`config.mk`:
```
export PLATFORM = sky130hd
export DESIGN_NAME = letterbox_nearest_scale_address
export DESIGN_NICKNAME = d
export VERILOG_FILES = /design/src/rtl/core/lnsa_pkg.sv /design/src/rtl/core/lnsa_geom.sv /design/src/rtl/core/letterbox_nearest_scale_address.sv
export VERILOG_INCLUDE_DIRS = /design/src /design/src/rtl/core
export SDC_FILE = /design/constraint.sdc
export NUM_CORES = 2
export LEC_CHECK = 0
export ABC_AREA = 1
export BUFFER_PORTS_ARGS = -buffer_cell sky130_fd_sc_hd__buf_2
export CAP_MARGIN = 10
export CORE_MARGIN = 2
export CORE_UTILIZATION = 39
export DETAILED_ROUTE_END_ITERATION = 10
export SYNTH_ARGS = -nofsm -noshare
export SYNTH_HDL_FRONTEND = slang
export SYNTH_HIERARCHICAL = 1
export SYNTH_SLANG_ARGS = --single-unit
```
`constraint.sdc`:
```
create_clock -name clk -period 11.2 [get_ports clk]
set_input_delay 0.56 -clock clk [delete_from_list [all_inputs] [get_ports clk]]
set_output_delay 0.56 -clock clk [all_outputs]
set_load 0.1 [all_outputs]
```
`src/rtl/core/letterbox_nearest_scale_address_defines.svh`:
```
// Assertion macros for the letterbox nearest-neighbour scale address block.
// The including module must have clk and arst_n in scope; no other dependencies.
`ifndef LETTERBOX_NEAREST_SCALE_ADDRESS_DEFINES_SVH
`define LETTERBOX_NEAREST_SCALE_ADDRESS_DEFINES_SVH

// Same-cycle implication, checked at every rising edge outside reset.
`define LNSA_ASSERT_NOW(label, ante, cons, msg) \
	label: assert property (@(posedge clk) disable iff (!arst_n) (ante) |-> (cons)) \
		else $error(msg);

// Next-cycle implication, checked at every rising edge outside reset.
`define LNSA_ASSERT_NEXT(label, ante, cons, msg) \
	label: assert property (@(posedge clk) disable iff (!arst_n) (ante) |=> (cons)) \
		else $error(msg);

`endif

```
`src/rtl/core/lnsa_pkg.sv`:
```
// Shared constants, payload types and control types of the letterbox scale address block.
// Used by lnsa_geom and letterbox_nearest_scale_address; depends on nothing else.
package lnsa_pkg;

	// Display image area.
	localparam int OUT_WIDTH  = 480;
	localparam int OUT_HEIGHT = 360;

	// Field widths fixed by the interface.
	localparam int X_BITS     = 9;
	localparam int Y_BITS     = 9;
	localparam int SRC_BITS   = 15;
	localparam int COORD_BITS = 14;
	localparam int INDEX_BITS = 28;
	localparam int SRC_MAX    = 16384;

	// Fitted size widths follow from the area.
	localparam int DW_BITS   = $clog2(OUT_WIDTH + 1);
	localparam int DH_BITS   = $clog2(OUT_HEIGHT + 1);
	localparam int CMPX_BITS = ((X_BITS > DW_BITS) ? X_BITS : DW_BITS) + 1;
	localparam int CMPY_BITS = ((Y_BITS > DH_BITS) ? Y_BITS : DH_BITS) + 1;
	localparam int PX_BITS   = DW_BITS + SRC_BITS;
	localparam int PY_BITS   = DH_BITS + SRC_BITS;
	localparam int PROD_BITS = COORD_BITS + SRC_BITS;

	// Pixel divider: quotient bits retired per pipeline stage.
	localparam int DIV_PER_STAGE = 2;
	localparam int DIV_STAGES    = COORD_BITS / DIV_PER_STAGE;

	// Stage positions in the pixel pipeline.
	localparam int ST_DIV0   = 2;
	localparam int ST_CLAMP  = ST_DIV0 + DIV_STAGES;
	localparam int ST_OUT    = ST_CLAMP + 1;
	localparam int NSTAGE    = ST_OUT + 1;

	// Geometry divider, one quotient bit per cycle.
	localparam int GDIV_BITS = SRC_BITS + ((DW_BITS > DH_BITS) ? DW_BITS : DH_BITS);
	localparam int GCNT_BITS = $clog2(GDIV_BITS);

	typedef logic [SRC_BITS-1:0]   size_t;
	typedef logic [DW_BITS-1:0]    dwid_t;
	typedef logic [DH_BITS-1:0]    dhid_t;
	typedef logic [CMPX_BITS-1:0]  xcmp_t;
	typedef logic [CMPY_BITS-1:0]  ycmp_t;
	typedef logic [PX_BITS-1:0]    px_t;
	typedef logic [PY_BITS-1:0]    py_t;
	typedef logic [PROD_BITS-1:0]  prod_t;
	typedef logic [COORD_BITS-1:0] coord_t;
	typedef logic [INDEX_BITS-1:0] index_t;
	typedef logic [GDIV_BITS-1:0]  gdiv_t;
	typedef logic [GCNT_BITS-1:0]  gcnt_t;

	typedef enum logic [0:0] {
		REG_SRC_WIDTH  = 1'b0,
		REG_SRC_HEIGHT = 1'b1
	} cfg_reg_t;

	typedef struct packed {
		logic [X_BITS-1:0] out_x;
		logic [Y_BITS-1:0] out_y;
	} pix_t;

	typedef struct packed {
		logic                  in_image;
		logic [COORD_BITS-1:0] src_col;
		logic [COORD_BITS-1:0] src_row;
		logic [INDEX_BITS-1:0] src_index;
	} res_t;

	// Fit geometry handed from the geometry unit to the pixel pipeline.
	typedef struct packed {
		size_t nw;
		size_t nh;
		dwid_t fit_w;
		dhid_t fit_h;
		dwid_t off_x;
		dhid_t off_y;
	} geom_t;

	typedef enum logic [2:0] {
		GS_LOAD_H,
		GS_DIV_H,
		GS_CHECK,
		GS_LOAD_W,
		GS_DIV_W,
		GS_SET_W,
		GS_FINISH,
		GS_IDLE
	} gs_t;

endpackage

```
`src/rtl/core/lnsa_geom.sv`:
```
// Geometry unit: source size registers and the fitted size and offsets derived from them.
// Depends on lnsa_pkg and the assertion macros in letterbox_nearest_scale_address_defines.svh.
`include "letterbox_nearest_scale_address_defines.svh"

module lnsa_geom (
	input  logic                           clk,
	input  logic                           arst_n,
	input  logic                           cfg_we,
	input  lnsa_pkg::cfg_reg_t             cfg_index,
	input  logic [lnsa_pkg::SRC_BITS-1:0]  cfg_data,
	output lnsa_pkg::geom_t                geom,
	output logic                           busy
);

	typedef struct packed {
		logic load;
		logic by_h;
		logic step;
		logic take_h;
		logic take_w;
		logic offsets;
	} gctl_t;

	function automatic lnsa_pkg::size_t eff_size(input lnsa_pkg::size_t v);
		lnsa_pkg::size_t r;
		if (v == '0) begin
			r = lnsa_pkg::size_t'(1);
		end else if (v > lnsa_pkg::size_t'(lnsa_pkg::SRC_MAX)) begin
			r = lnsa_pkg::size_t'(lnsa_pkg::SRC_MAX);
		end else begin
			r = v;
		end
		return r;
	endfunction

	lnsa_pkg::size_t             src_width_q;
	lnsa_pkg::size_t             src_height_q;
	lnsa_pkg::size_t             nw;
	lnsa_pkg::size_t             nh;
	lnsa_pkg::gs_t               state_q;
	lnsa_pkg::gs_t               state_d;
	gctl_t                       ctl;
	lnsa_pkg::size_t             rem_q;
	lnsa_pkg::gdiv_t             quo_q;
	lnsa_pkg::gcnt_t             cnt_q;
	lnsa_pkg::size_t             den;
	logic [lnsa_pkg::SRC_BITS:0] trial;
	logic                        fits;
	logic                        cnt_last;
	logic                        too_tall;
	lnsa_pkg::dwid_t             dw_q;
	lnsa_pkg::dhid_t             dh_q;
	lnsa_pkg::dwid_t             ox_q;
	lnsa_pkg::dhid_t             oy_q;

	assign nw = eff_size(src_width_q);
	assign nh = eff_size(src_height_q);

	always_ff @(posedge clk or negedge arst_n) begin
		if (!arst_n) begin
			src_width_q  <= lnsa_pkg::size_t'(1);
			src_height_q <= lnsa_pkg::size_t'(1);
		end else if (cfg_we) begin
			unique case (cfg_index)
				lnsa_pkg::REG_SRC_WIDTH:  src_width_q  <= cfg_data;
				lnsa_pkg::REG_SRC_HEIGHT: src_height_q <= cfg_data;
				default:                  src_width_q  <= src_width_q;
			endcase
		end
	end

	// Restoring division, one bit per cycle, of the scaled size by the other size.
	assign den      = ctl.by_h ? nh : nw;
	assign trial    = {rem_q, quo_q[lnsa_pkg::GDIV_BITS-1]};
	assign fits     = trial >= {1'b0, den};
	assign cnt_last = cnt_q == lnsa_pkg::gcnt_t'(lnsa_pkg::GDIV_BITS - 1);
	assign too_tall = quo_q > lnsa_pkg::gdiv_t'(lnsa_pkg::OUT_HEIGHT);

	always_comb begin
		state_d = state_q;
		priority if (cfg_we) begin
			state_d = lnsa_pkg::GS_LOAD_H;
		end else begin
			unique case (state_q)
				lnsa_pkg::GS_LOAD_H: state_d = lnsa_pkg::GS_DIV_H;
				lnsa_pkg::GS_DIV_H:  state_d = cnt_last ? lnsa_pkg::GS_CHECK : lnsa_pkg::GS_DIV_H;
				lnsa_pkg::GS_CHECK:  state_d = too_tall ? lnsa_pkg::GS_LOAD_W : lnsa_pkg::GS_FINISH;
				lnsa_pkg::GS_LOAD_W: state_d = lnsa_pkg::GS_DIV_W;
				lnsa_pkg::GS_DIV_W:  state_d = cnt_last ? lnsa_pkg::GS_SET_W : lnsa_pkg::GS_DIV_W;
				lnsa_pkg::GS_SET_W:  state_d = lnsa_pkg::GS_FINISH;
				lnsa_pkg::GS_FINISH: state_d = lnsa_pkg::GS_IDLE;
				lnsa_pkg::GS_IDLE:   state_d = lnsa_pkg::GS_IDLE;
				default:             state_d = lnsa_pkg::GS_LOAD_H;
			endcase
		end
	end

	always_comb begin
		ctl  = '0;
		busy = 1'b1;
		unique case (state_q)
			lnsa_pkg::GS_LOAD_H: ctl.load = 1'b1;
			lnsa_pkg::GS_DIV_H:  ctl.step = 1'b1;
			lnsa_pkg::GS_CHECK:  ctl.take_h = 1'b1;
			lnsa_pkg::GS_LOAD_W: begin
				ctl.load = 1'b1;
				ctl.by_h = 1'b1;
			end
			lnsa_pkg::GS_DIV_W: begin
				ctl.step = 1'b1;
				ctl.by_h = 1'b1;
			end
			lnsa_pkg::GS_SET_W:  ctl.take_w = 1'b1;
			lnsa_pkg::GS_FINISH: ctl.offsets = 1'b1;
			lnsa_pkg::GS_IDLE:   busy = 1'b0;
			default:             busy = 1'b1;
		endcase
	end

	always_ff @(posedge clk or negedge arst_n) begin
		if (!arst_n) begin
			state_q <= lnsa_pkg::GS_LOAD_H;
			cnt_q   <= '0;
		end else begin
			state_q <= state_d;
			if (ctl.load) begin
				cnt_q <= '0;
			end else if (ctl.step) begin
				cnt_q <= cnt_q + lnsa_pkg::gcnt_t'(1);
			end
		end
	end

	always_ff @(posedge clk) begin
		if (ctl.load) begin
			rem_q <= '0;
			quo_q <= ctl.by_h
				? lnsa_pkg::gdiv_t'(nw) * lnsa_pkg::gdiv_t'(lnsa_pkg::OUT_HEIGHT)
				: lnsa_pkg::gdiv_t'(nh) * lnsa_pkg::gdiv_t'(lnsa_pkg::OUT_WIDTH);
		end else if (ctl.step) begin
			rem_q <= fits ? lnsa_pkg::size_t'(trial - {1'b0, den})
				: trial[lnsa_pkg::SRC_BITS-1:0];
			quo_q <= {quo_q[lnsa_pkg::GDIV_BITS-2:0], fits};
		end
	end

	// The fitted rectangle always fills at least one side of the area.
	always_ff @(posedge clk) begin
		if (ctl.take_h) begin
			if (too_tall) begin
				dh_q <= lnsa_pkg::dhid_t'(lnsa_pkg::OUT_HEIGHT);
			end else begin
				dw_q <= lnsa_pkg::dwid_t'(lnsa_pkg::OUT_WIDTH);
				dh_q <= (quo_q == '0) ? lnsa_pkg::dhid_t'(1) : quo_q[lnsa_pkg::DH_BITS-1:0];
			end
		end
		if (ctl.take_w) begin
			if (quo_q == '0) begin
				dw_q <= lnsa_pkg::dwid_t'(1);
			end else if (quo_q > lnsa_pkg::gdiv_t'(lnsa_pkg::OUT_WIDTH)) begin
				dw_q <= lnsa_pkg::dwid_t'(lnsa_pkg::OUT_WIDTH);
			end else begin
				dw_q <= quo_q[lnsa_pkg::DW_BITS-1:0];
			end
		end
		if (ctl.offsets) begin
			ox_q <= (lnsa_pkg::dwid_t'(lnsa_pkg::OUT_WIDTH) - dw_q) >> 1;
			oy_q <= (lnsa_pkg::dhid_t'(lnsa_pkg::OUT_HEIGHT) - dh_q) >> 1;
		end
	end

	assign geom.nw    = nw;
	assign geom.nh    = nh;
	assign geom.fit_w = dw_q;
	assign geom.fit_h = dh_q;
	assign geom.off_x = ox_q;
	assign geom.off_y = oy_q;

	`LNSA_ASSERT_NEXT(a_cfg_restarts_fit, cfg_we, busy, "configuration write did not restart the fit")
	`LNSA_ASSERT_NOW(a_fit_fills_side, !busy, (dw_q == lnsa_pkg::dwid_t'(lnsa_pkg::OUT_WIDTH)) || (dh_q == lnsa_pkg::dhid_t'(lnsa_pkg::OUT_HEIGHT)), "fitted rectangle fills neither side")
	`LNSA_ASSERT_NOW(a_fit_nonzero, !busy, (dw_q != '0) && (dh_q != '0), "fitted rectangle has a zero side")

endmodule

```
`src/rtl/core/letterbox_nearest_scale_address.sv`:
```
// Top level of the letterbox nearest-neighbour scale address block: pixel pipeline.
// Depends on lnsa_pkg, lnsa_geom and letterbox_nearest_scale_address_defines.svh.
`include "letterbox_nearest_scale_address_defines.svh"

// Maps each display coordinate beat on pix to one result beat on res: whether the
// pixel lies inside the centred, aspect-preserving fit of the source, and if so the
// source column, row and linear index it samples. Both channels use valid/stall; a
// beat moves at a rising edge with valid high and stall low.
// The source size is set through the write port (cfg_we, cfg_index, cfg_data). Each
// write, and reset, starts the geometry unit: a one-bit-per-cycle divider that finds
// the fitted size and offsets, with a second division when the fit is limited by height.
// pix_stall is held high meanwhile and during the cycle of a write.
// Reset clears all valid bits, sets both source sizes to 1 and starts that pass.
// Thereafter one beat is taken every cycle while pix_stall is low. Each accepted
// beat passes through the offset, multiply, divider, clamp and output stages in
// turn before its result appears with res_valid. The depth is set by the pixel
// divider: two quotient bits per stage over seven stages, after offset and multiply.
// When res_stall is high, the last stage holds its beat; earlier stages keep moving
// into empty slots, so pix_stall rises only once the pipeline is full.
module letterbox_nearest_scale_address (
	input  logic                           clk,
	input  logic                           arst_n,
	input  logic                           pix_valid,
	output logic                           pix_stall,
	input  lnsa_pkg::pix_t                 pix,
	output logic                           res_valid,
	input  logic                           res_stall,
	output lnsa_pkg::res_t                 res,
	input  logic                           cfg_we,
	input  lnsa_pkg::cfg_reg_t             cfg_index,
	input  logic [lnsa_pkg::SRC_BITS-1:0]  cfg_data
);

	lnsa_pkg::geom_t                 geom;
	logic                            geom_busy;
	logic [lnsa_pkg::NSTAGE-1:0]     stage_vld_q;
	logic [lnsa_pkg::NSTAGE-1:0]     stage_en;
	logic                            pix_take;

	// Offset stage.
	lnsa_pkg::xcmp_t                 x_ext;
	lnsa_pkg::xcmp_t                 ox_ext;
	lnsa_pkg::xcmp_t                 x_end;
	lnsa_pkg::ycmp_t                 y_ext;
	lnsa_pkg::ycmp_t                 oy_ext;
	lnsa_pkg::ycmp_t                 y_end;
	logic                            in_x;
	logic                            in_y;
	logic                            in_s1;
	lnsa_pkg::dwid_t                 ux_s1;
	lnsa_pkg::dhid_t                 uy_s1;

	// Multiply stage.
	logic                            in_s2;
	lnsa_pkg::px_t                   nux_s2;
	lnsa_pkg::py_t                   nuy_s2;

	// Divider stages: element k is pipeline stage 3+k.
	logic                            din_in [lnsa_pkg::DIV_STAGES];
	lnsa_pkg::dwid_t                 din_remx [lnsa_pkg::DIV_STAGES];
	lnsa_pkg::coord_t                din_qx [lnsa_pkg::DIV_STAGES];
	lnsa_pkg::dhid_t                 din_remy [lnsa_pkg::DIV_STAGES];
	lnsa_pkg::coord_t                din_qy [lnsa_pkg::DIV_STAGES];
	lnsa_pkg::dwid_t                 remx_d [lnsa_pkg::DIV_STAGES];
	lnsa_pkg::coord_t                qx_d [lnsa_pkg::DIV_STAGES];
	lnsa_pkg::dhid_t                 remy_d [lnsa_pkg::DIV_STAGES];
	lnsa_pkg::coord_t                qy_d [lnsa_pkg::DIV_STAGES];
	logic                            in_s3 [lnsa_pkg::DIV_STAGES];
	lnsa_pkg::dwid_t                 remx_s3 [lnsa_pkg::DIV_STAGES];
	lnsa_pkg::coord_t                qx_s3 [lnsa_pkg::DIV_STAGES];
	lnsa_pkg::dhid_t                 remy_s3 [lnsa_pkg::DIV_STAGES];
	lnsa_pkg::coord_t                qy_s3 [lnsa_pkg::DIV_STAGES];

	// Clamp and row multiply stage, then the output stage.
	lnsa_pkg::coord_t                qx_f;
	lnsa_pkg::coord_t                qy_f;
	lnsa_pkg::coord_t                sx_d;
	lnsa_pkg::coord_t                sy_d;
	lnsa_pkg::prod_t                 prod_d;
	logic                            in_s10;
	lnsa_pkg::coord_t                sx_s10;
	lnsa_pkg::coord_t                sy_s10;
	lnsa_pkg::index_t                prod_s10;
	lnsa_pkg::res_t                  res_s11;

	lnsa_geom u_geom (
		.clk       (clk),
		.arst_n    (arst_n),
		.cfg_we    (cfg_we),
		.cfg_index (cfg_index),
		.cfg_data  (cfg_data),
		.geom      (geom),
		.busy      (geom_busy)
	);

	// A stage may load when it is empty or when its own beat moves on.
	always_comb begin
		stage_en[lnsa_pkg::NSTAGE-1] = !stage_vld_q[lnsa_pkg::NSTAGE-1] || !res_stall;
		for (int k = lnsa_pkg::NSTAGE - 2; k >= 0; k--) begin
			stage_en[k] = !stage_vld_q[k] || stage_en[k+1];
		end
	end

	assign pix_stall = !stage_en[0] || geom_busy || cfg_we;
	assign pix_take  = pix_valid && !pix_stall;

	always_ff @(posedge clk or negedge arst_n) begin
		if (!arst_n) begin
			stage_vld_q <= '0;
		end else begin
			if (stage_en[0]) begin
				stage_vld_q[0] <= pix_take;
			end
			for (int k = 1; k < lnsa_pkg::NSTAGE; k++) begin
				if (stage_en[k]) begin
					stage_vld_q[k] <= stage_vld_q[k-1];
				end
			end
		end
	end

	// Stage 1: rectangle test and coordinates relative to the fitted origin.
	always_comb begin
		x_ext  = lnsa_pkg::xcmp_t'(pix.out_x);
		ox_ext = lnsa_pkg::xcmp_t'(geom.off_x);
		x_end  = ox_ext + lnsa_pkg::xcmp_t'(geom.fit_w);
		y_ext  = lnsa_pkg::ycmp_t'(pix.out_y);
		oy_ext = lnsa_pkg::ycmp_t'(geom.off_y);
		y_end  = oy_ext + lnsa_pkg::ycmp_t'(geom.fit_h);
		in_x   = (x_ext >= ox_ext) && (x_ext < x_end);
		in_y   = (y_ext >= oy_ext) && (y_ext < y_end);
	end

	always_ff @(posedge clk) begin
		if (stage_en[0]) begin
			in_s1 <= in_x && in_y;
			ux_s1 <= lnsa_pkg::dwid_t'(x_ext - ox_ext);
			uy_s1 <= lnsa_pkg::dhid_t'(y_ext - oy_ext);
		end
	end

	// Stage 2: scale the relative coordinates by the source size.
	always_ff @(posedge clk) begin
		if (stage_en[1]) begin
			in_s2  <= in_s1;
			nux_s2 <= lnsa_pkg::px_t'(ux_s1) * lnsa_pkg::px_t'(geom.nw);
			nuy_s2 <= lnsa_pkg::py_t'(uy_s1) * lnsa_pkg::py_t'(geom.nh);
		end
	end

	// Divider stages. Inside the rectangle the quotient is below the source size, so it
	// fits in a source coordinate and the upper dividend bits start as the remainder.
	always_comb begin
		din_in[0]   = in_s2;
		din_remx[0] = nux_s2[lnsa_pkg::COORD_BITS +: lnsa_pkg::DW_BITS];
		din_qx[0]   = nux_s2[lnsa_pkg::COORD_BITS-1:0];
		din_remy[0] = nuy_s2[lnsa_pkg::COORD_BITS +: lnsa_pkg::DH_BITS];
		din_qy[0]   = nuy_s2[lnsa_pkg::COORD_BITS-1:0];
		for (int k = 1; k < lnsa_pkg::DIV_STAGES; k++) begin
			din_in[k]   = in_s3[k-1];
			din_remx[k] = remx_s3[k-1];
			din_qx[k]   = qx_s3[k-1];
			din_remy[k] = remy_s3[k-1];
			din_qy[k]   = qy_s3[k-1];
		end
	end

	always_comb begin
		lnsa_pkg::dwid_t            rx;
		lnsa_pkg::coord_t           qx;
		logic [lnsa_pkg::DW_BITS:0] tx;
		lnsa_pkg::dhid_t            ry;
		lnsa_pkg::coord_t           qy;
		logic [lnsa_pkg::DH_BITS:0] ty;
		for (int k = 0; k < lnsa_pkg::DIV_STAGES; k++) begin
			rx = din_remx[k];
			qx = din_qx[k];
			ry = din_remy[k];
			qy = din_qy[k];
			for (int s = 0; s < lnsa_pkg::DIV_PER_STAGE; s++) begin
				tx = {rx, qx[lnsa_pkg::COORD_BITS-1]};
				if (tx >= {1'b0, geom.fit_w}) begin
					rx = lnsa_pkg::dwid_t'(tx - {1'b0, geom.fit_w});
					qx = {qx[lnsa_pkg::COORD_BITS-2:0], 1'b1};
				end else begin
					rx = tx[lnsa_pkg::DW_BITS-1:0];
					qx = {qx[lnsa_pkg::COORD_BITS-2:0], 1'b0};
				end
				ty = {ry, qy[lnsa_pkg::COORD_BITS-1]};
				if (ty >= {1'b0, geom.fit_h}) begin
					ry = lnsa_pkg::dhid_t'(ty - {1'b0, geom.fit_h});
					qy = {qy[lnsa_pkg::COORD_BITS-2:0], 1'b1};
				end else begin
					ry = ty[lnsa_pkg::DH_BITS-1:0];
					qy = {qy[lnsa_pkg::COORD_BITS-2:0], 1'b0};
				end
			end
			remx_d[k] = rx;
			qx_d[k]   = qx;
			remy_d[k] = ry;
			qy_d[k]   = qy;
		end
	end

	always_ff @(posedge clk) begin
		for (int k = 0; k < lnsa_pkg::DIV_STAGES; k++) begin
			if (stage_en[lnsa_pkg::ST_DIV0 + k]) begin
				in_s3[k]   <= din_in[k];
				remx_s3[k] <= remx_d[k];
				qx_s3[k]   <= qx_d[k];
				remy_s3[k] <= remy_d[k];
				qy_s3[k]   <= qy_d[k];
			end
		end
	end

	// Stage 10: clamp to the last column and row, then start the linear index.
	always_comb begin
		qx_f   = qx_s3[lnsa_pkg::DIV_STAGES-1];
		qy_f   = qy_s3[lnsa_pkg::DIV_STAGES-1];
		sx_d   = ({1'b0, qx_f} >= geom.nw)
			? lnsa_pkg::coord_t'(geom.nw - lnsa_pkg::size_t'(1)) : qx_f;
		sy_d   = ({1'b0, qy_f} >= geom.nh)
			? lnsa_pkg::coord_t'(geom.nh - lnsa_pkg::size_t'(1)) : qy_f;
		prod_d = lnsa_pkg::prod_t'(sy_d) * lnsa_pkg::prod_t'(geom.nw);
	end

	always_ff @(posedge clk) begin
		if (stage_en[lnsa_pkg::ST_CLAMP]) begin
			in_s10   <= in_s3[lnsa_pkg::DIV_STAGES-1];
			sx_s10   <= sx_d;
			sy_s10   <= sy_d;
			prod_s10 <= prod_d[lnsa_pkg::INDEX_BITS-1:0];
		end
	end

	// Stage 11: output register; background pixels report zeros.
	always_ff @(posedge clk) begin
		if (stage_en[lnsa_pkg::ST_OUT]) begin
			res_s11.in_image  <= in_s10;
			res_s11.src_col   <= in_s10 ? sx_s10 : '0;
			res_s11.src_row   <= in_s10 ? sy_s10 : '0;
			res_s11.src_index <= in_s10
				? prod_s10 + lnsa_pkg::index_t'(sx_s10) : '0;
		end
	end

	assign res       = res_s11;
	assign res_valid = stage_vld_q[lnsa_pkg::ST_OUT];

	`LNSA_ASSERT_NEXT(a_accept_fills_s1, pix_valid && !pix_stall, stage_vld_q[0], "accepted beat did not enter the first stage")
	`LNSA_ASSERT_NOW(a_background_zero, res_valid && !res.in_image, (res.src_col == '0) && (res.src_row == '0) && (res.src_index == '0), "background beat carries a source address")

endmodule
```
Word-level counts from Yosys, hierarchy flattened:

Memory sizes are Yosys's and may differ from the RTL's. A register that Yosys moved wholly into a read port is not among the register bits.
Index checks and enable logic that the tools add are counted.

* flip-flop bits (word level): 301
* input bits: 39
* memory bits (writable): 329
* output and inout bits: 59
* memories: 5

* reductions and logical operators: 45
* eq/ne operators: 9
* add/sub/neg operators: 39
* muxes and demuxes: 101
* bitwise gates (word level): 1
* $mul: 5
* $lt $le $gt $ge: 39

Memory list
* qx_s3: words 7, width 14, read ports 7, clocked after Yosys merged registers in 0, wr ports 7, line letterbox_nearest_scale_address.sv:70 `lnsa_pkg::coord_t qx_s3 [lnsa_pkg::DIV_STAGES];`
* qy_s3: words 7, width 14, read ports 7, clocked after Yosys merged registers in 0, wr ports 7, line letterbox_nearest_scale_address.sv:72 `lnsa_pkg::coord_t qy_s3 [lnsa_pkg::DIV_STAGES];`
* remx_s3: words 7, width 9, read ports 6, clocked after Yosys merged registers in 0, wr ports 7, line letterbox_nearest_scale_address.sv:69 `lnsa_pkg::dwid_t remx_s3 [lnsa_pkg::DIV_STAGES];`
* remy_s3: words 7, width 9, read ports 6, clocked after Yosys merged registers in 0, wr ports 7, line letterbox_nearest_scale_address.sv:71 `lnsa_pkg::dhid_t remy_s3 [lnsa_pkg::DIV_STAGES];`
* in_s3: words 7, width 1, read ports 7, clocked after Yosys merged registers in 1, wr ports 7, line letterbox_nearest_scale_address.sv:68 `logic in_s3 [lnsa_pkg::DIV_STAGES];`

Operator list (number)
* two-way mux 9 bit: 34
* >= comparator 10 x 9 -> 1 bit: 28
* subtractor 9 bit: 28
* two-way mux 15 bit: 6
* two-way mux 24 bit: 3
* two-way mux 1 bit: 50
* greater-than comparator 24 x 9 -> 1 bit (second input constant): 2
* multiplier 9 x 15 -> 23 bit: 2
* >= comparator 14 x 15 -> 1 bit: 2
* greater-than comparator 15 bit (second input constant): 2
* zero test 15 bit: 2
* adder 28 x 14 -> 28 bit: 1
* multiplier 14 x 15 -> 28 bit: 1
* two-way mux 14 bit: 2
* subtractor 14 x 1 -> 14 bit (second input constant): 2
* zero test 24 bit: 1
* multiplier 15 x 6 -> 21 bit (second input constant): 1
* case mux 3 bit (7 select lines): 1
* adder 8 x 9 -> 10 bit: 2
* < comparator 9 x 10 -> 1 bit: 2
* multiplier 15 x 4 -> 19 bit (second input constant): 1
* >= comparator 9 x 8 -> 1 bit: 2
* subtractor 9 x 8 -> 9 bit: 2
* subtractor 9 bit (first input constant): 2
* 19 further kinds: 60

Depth between registers and ports, before layout:

* depth after elaboration: 17
* gate-level depth with buffers: 45
* mapped depth without buffers: 41

By module:

Netlist, hierarchy kept.

By module, submodules not included
* letterbox_nearest_scale_address: area each 48496.5 um^2, sequential area each 15019.4 um^2, times used 1, cells an instance 5666
* lnsa_geom: area each 9925.8 um^2, sequential area each 2995.4 um^2, times used 1, cells an instance 1406

Least setup slack after synthesis:

No wires, ideal clock.

* path kind: flip-flop to flip-flop
* start: register u_geom.src_height_q[2]
* end: register prod_s10[16] (data pin)
* clock period less this slack: 7905 ps
* required time: 10940 ps
* arrival: 7645 ps
* slack: 3295 ps
* stages on the path, launching flop included: 43
* path through: dfrtp_1 -> nor2_1 -> nand2_1 -> nor2_1 -> nand2_1 -> nand2_1 -> buf_2 -> nand2_1 -> inv_1 -> clkbuf_1 -> inv_1 -> ha_1 -> nand2_1 -> inv_1 -> a21oi_1 -> nand2_1 -> nand2_2 -> nand3_4 -> [... 7 more ...] -> fa_1 -> inv_1 -> fa_1 -> inv_1 -> fa_1 -> inv_1 -> fa_1 -> inv_1 -> fa_1 -> inv_1 -> ha_1 -> a21oi_1 -> o21ai_0 -> a21oi_1 -> o21ai_0 -> nand2_1 -> nand2_1 -> xor2_1

RTL lines
* from (decl): line lnsa_geom.sv:37 `lnsa_pkg::size_t src_height_q;`
* from (signal assigned): line lnsa_geom.sv:62 `src_height_q <= lnsa_pkg::size_t'(1);`
* from (signal assigned): line lnsa_geom.sv:66 `lnsa_pkg::REG_SRC_HEIGHT: src_height_q <= cfg_data;`
* to (signal assigned): line letterbox_nearest_scale_address.sv:233 `prod_s10 <= prod_d[lnsa_pkg::INDEX_BITS-1:0];`
* to (decl): line letterbox_nearest_scale_address.sv:83 `lnsa_pkg::index_t prod_s10;`

==> key figures <==
Outcome
  • Outcome: finished, final reports clean

Timing
  • Hold Fails Final Rpt: 0
  • Fin Setup TNS: 0 ps
  • Worst slew pin tran: 1170 ps
  • Final setup violation count: 0
  • Worst setup margin: 2040 ps
  • Tmin final: 9160 ps
  • RSZ-0062 raised after global routing: no
  • Max transition margin: 21.7%
  • Worst clock skew: 69.3 ps
  • Max Fclk: 109 MHz
  • Fin. max-slew vios: 0
  • Fin crit share: 81.8%

Global routing
  • Total track usage: 20.8%
  • Global-route wire length before repair: 251 mm
  • GR Overflow Total: 0
  • Vias in the first global route: 46,041
  • Antenna violations before repair: 4
  • Largest net degree at the start of global routing: 60

Drt
  • Post-route ant nets: 0
  • WL/cell: 17.2 um
  • First-pass DRT Iterations: 6
  • Vias per inst: 5.09
  • First DRT Iteration DRCs: 3,336
  • Residual DRC: 0
  • WL final: 158 mm
  • Total number of vias: 46,589

Synth
  • Most used DFF post-synth: edfxtp_1
  • Ys Warns: 6
  • Yosys top cell area share: 28.2%
  • Number of flops mapped to enable cells by yosys: 549
  • Gate Count Post-Synth: 7,072
  • Synthesized flop and latch total: 613
  • Post-synth cell types: 55
  • Syn Area/Cell: 8.26 um2
  • Ranking of synthesized cells by area: edfxtp_1 (28%), fa_1 (14%), ha_1 (13%)
  • Sequential area share after synthesis: 30.8%
  • FFs w/ async S/R, synth: 7.99%
  • Mapped cell area: 58,400 um2
  • Area leader, netlist: edfxtp_1

Clock tree
  • Clock Sinks: 613
  • CTS Root Cell: clkbuf_16
  • CTS buffer count: 75
  • Clk buf depth: 3
  • Later-pin clock latency in the skew report: 710 ps
  • H-tree Lvls: 3
  • Cts repair resizes: 0
  • Worst-path clk slew: 60 ps
  • Post-CTS Repair Setup Buffers: 0
  • # hold bufs at CTS: 0
  • Clock tree from TritonCTS: built

Critical path
  • Most frequent CP cell: inv_1
  • Worst Setup Start Kind: register
  • Critical path class: reg2reg
  • Critical path endpoint category: register
  • Slowest stage cell on the critical path: dfrtp_1
  • Worst Path Required: 11,640 ps
  • Arr. time, crit path: 9600 ps
  • Critical-path maximum fanout: 26
  • CP peak stage delay: 850 ps

Die
  • Initial core utilization: 39.1%
  • Die height: 391 um
  • Ports: 98
  • FP Rows: 142
  • Die area: 153,000 um2
  • Die width: 391 um
  • Core area: 149,000 um2

Place
  • Placer Congestion: 0.916
  • Dpl hpwl: 124 mm
  • Place WS: 2180 ps
  • PortBufs: 97

Job
  • Maxcap violations: 0

Layout
  • # nets final: 8,199
  • Final core utilization: 42.6%
  • Share of cells above drive strength 1: 5.37%
  • Area Growth Syn to Fin: 8.79%

Hold path
  • HP Class: in2async
==> metrics by stage <==
stage / cell area [um2] / instances / hold slack [ps]
after floorplan: 58400 / 7073 / 264
after global placement: 61000 / 9018 / 401
after detailed placement: 61000 / 9018 / 405
after CTS: 63600 / 9155 / 17.6
after global routing: 63600 / 9155 / 70.8
final: 63600 / 9158 / 51.3
==> registers in the layout, indices dropped and copies added, names as in the netlist, 11 cells and up <==
| name | count |
|---|---|
| nux_s2 | 23 |
| u_geom/quo_q | 24 |
| nuy_s2 | 23 |
| remy_s3 | 54 |
| prod_s10 | 28 |
| qy_s3 | 98 |
| res | 57 |
| u_geom/src_height_q | 15 |
| u_geom/rem_q | 15 |
| u_geom/src_width_q | 15 |
| stage_vld_q | 11 |
| qx_s3 | 98 |
| remx_s3 | 54 |
| sy_s10 | 14 |
| sx_s10 | 14 |
==> synth_stat cells, types with 20 or more instances <==
cell type  number
nand2_1      1885
inv_1        1266
ha_1          601
edfxtp_1      549
nor2_1        450
fa_1          408
a21oi_1       324
nand3_1       279
o21ai_0       260
xor2_1        207
nand4_1        99
xnor2_1        97
clkbuf_1       73
o21ai_1        66
a31oi_1        64
dfrtp_1        47
buf_2          43
nor3_1         36
o21bai_1       27
a21o_1         26
o211ai_1       23
nand3b_1       20
==> critical path, delay by kind of cell, from the launching register on <==
| kind | cells | cell delay, ps |
|---|---|---|
| fa+ha+maj | 8 | 3690 |
| xor+xnor | 1 | 140 |
| flops | 1 | 850 |
| buf+inv | 9 | 830 |
| compound gates | 6 | 1570 |
| simple gates | 9 | 1790 |
==> layout make-up <==
class                   instances  area [um2]
clock inverters                48         577
multi-input cells            5028       34900
flip-flops and latches        613       18000
diodes                          3        7.51
inverters                    1287        4830
fillers                     14825       85700
clock buffers                  89        1960
well taps                    1944        2430
repair buffers                146         853
==> path summary, 6_finish.rpt <==
path / end / depth (start not counted) / from / slack [ps]
setup / recovery: prod_s10[16]$_DFFE_PP_ / 33 / u_geom/src_height_q[14]$_DFFE_PN0P_ / 2040
hold / removal: stage_vld_q[0]$_DFFE_PN0N_ / 2 / arst_n / 50
setup reg to reg: prod_s10[16]$_DFFE_PP_ / 33 / u_geom/src_height_q[14]$_DFFE_PN0P_ / 2040
hold reg to reg: qx_s3[5][8]$_DFFE_PP_ / 0 / qx_s3[4][6]$_DFFE_PP_ / 380
max in group asynchronous: u_geom/src_width_q[6]$_DFFE_PN0P_ / 2 / arst_n / 10540
min in group clk: u_geom/state_q[2]$_DFF_PN0_ / 2 / cfg_we / 180
==> kinds of logic (layout without fill, tap and decap cells) <==
logic type | count (synthesis) | after routing | synth area share (%)
simple gates | 2875 | 2875 | 20.4
other cells | 1 | 5 | 0.00642
buf+inv | 1432 | 1570 | 9.50
xor+xnor | 304 | 304 | 4.56
compound gates | 838 | 838 | 7.88
fa+ha+maj | 1009 | 1009 | 26.9
flops | 613 | 613 | 30.8
==> layout by cell type, fill, tap and decap left out, drive strengths merged, types with 19 or more instances in the layout <==
cell | netlist | routed
edfxtp | 549 | 549
xor2 | 207 | 207
nand2 | 1901 | 1901
ha | 601 | 601
a31oi | 64 | 64
o21ai | 335 | 335
nor3 | 51 | 51
nor4 | 19 | 19
inv | 1283 | 1292
buf | 72 | 146
a21oi | 328 | 328
nand3 | 282 | 282
o211ai | 23 | 23
clkinv | 4 | 33
fa | 408 | 408
xnor2 | 97 | 97
clkbuf | 73 | 89
nand4 | 99 | 99
a21o | 26 | 26
o21bai | 27 | 27
nand3b | 20 | 20
dfrtp | 47 | 47
nor2 | 472 | 472
==> metal layers <==
metal | routed length [um] | track usage [%] | up-vias | share of wire [%]
met2 | 72800 | 34.3 | 1240 | 46
met1 | 70800 | 28.2 | 22219 | 45
li1 | - | - | 22872 | -
met3 | 9630 | 3.18 | 254 | 6.1
met5 | 13 | 0 | - | 0.0082
met4 | 4360 | 5.67 | 4 | 2.8
Power is left out: the tool's default activity adds up to more than one toggle a clock period on the data nets, which glitch-free logic cannot reach.
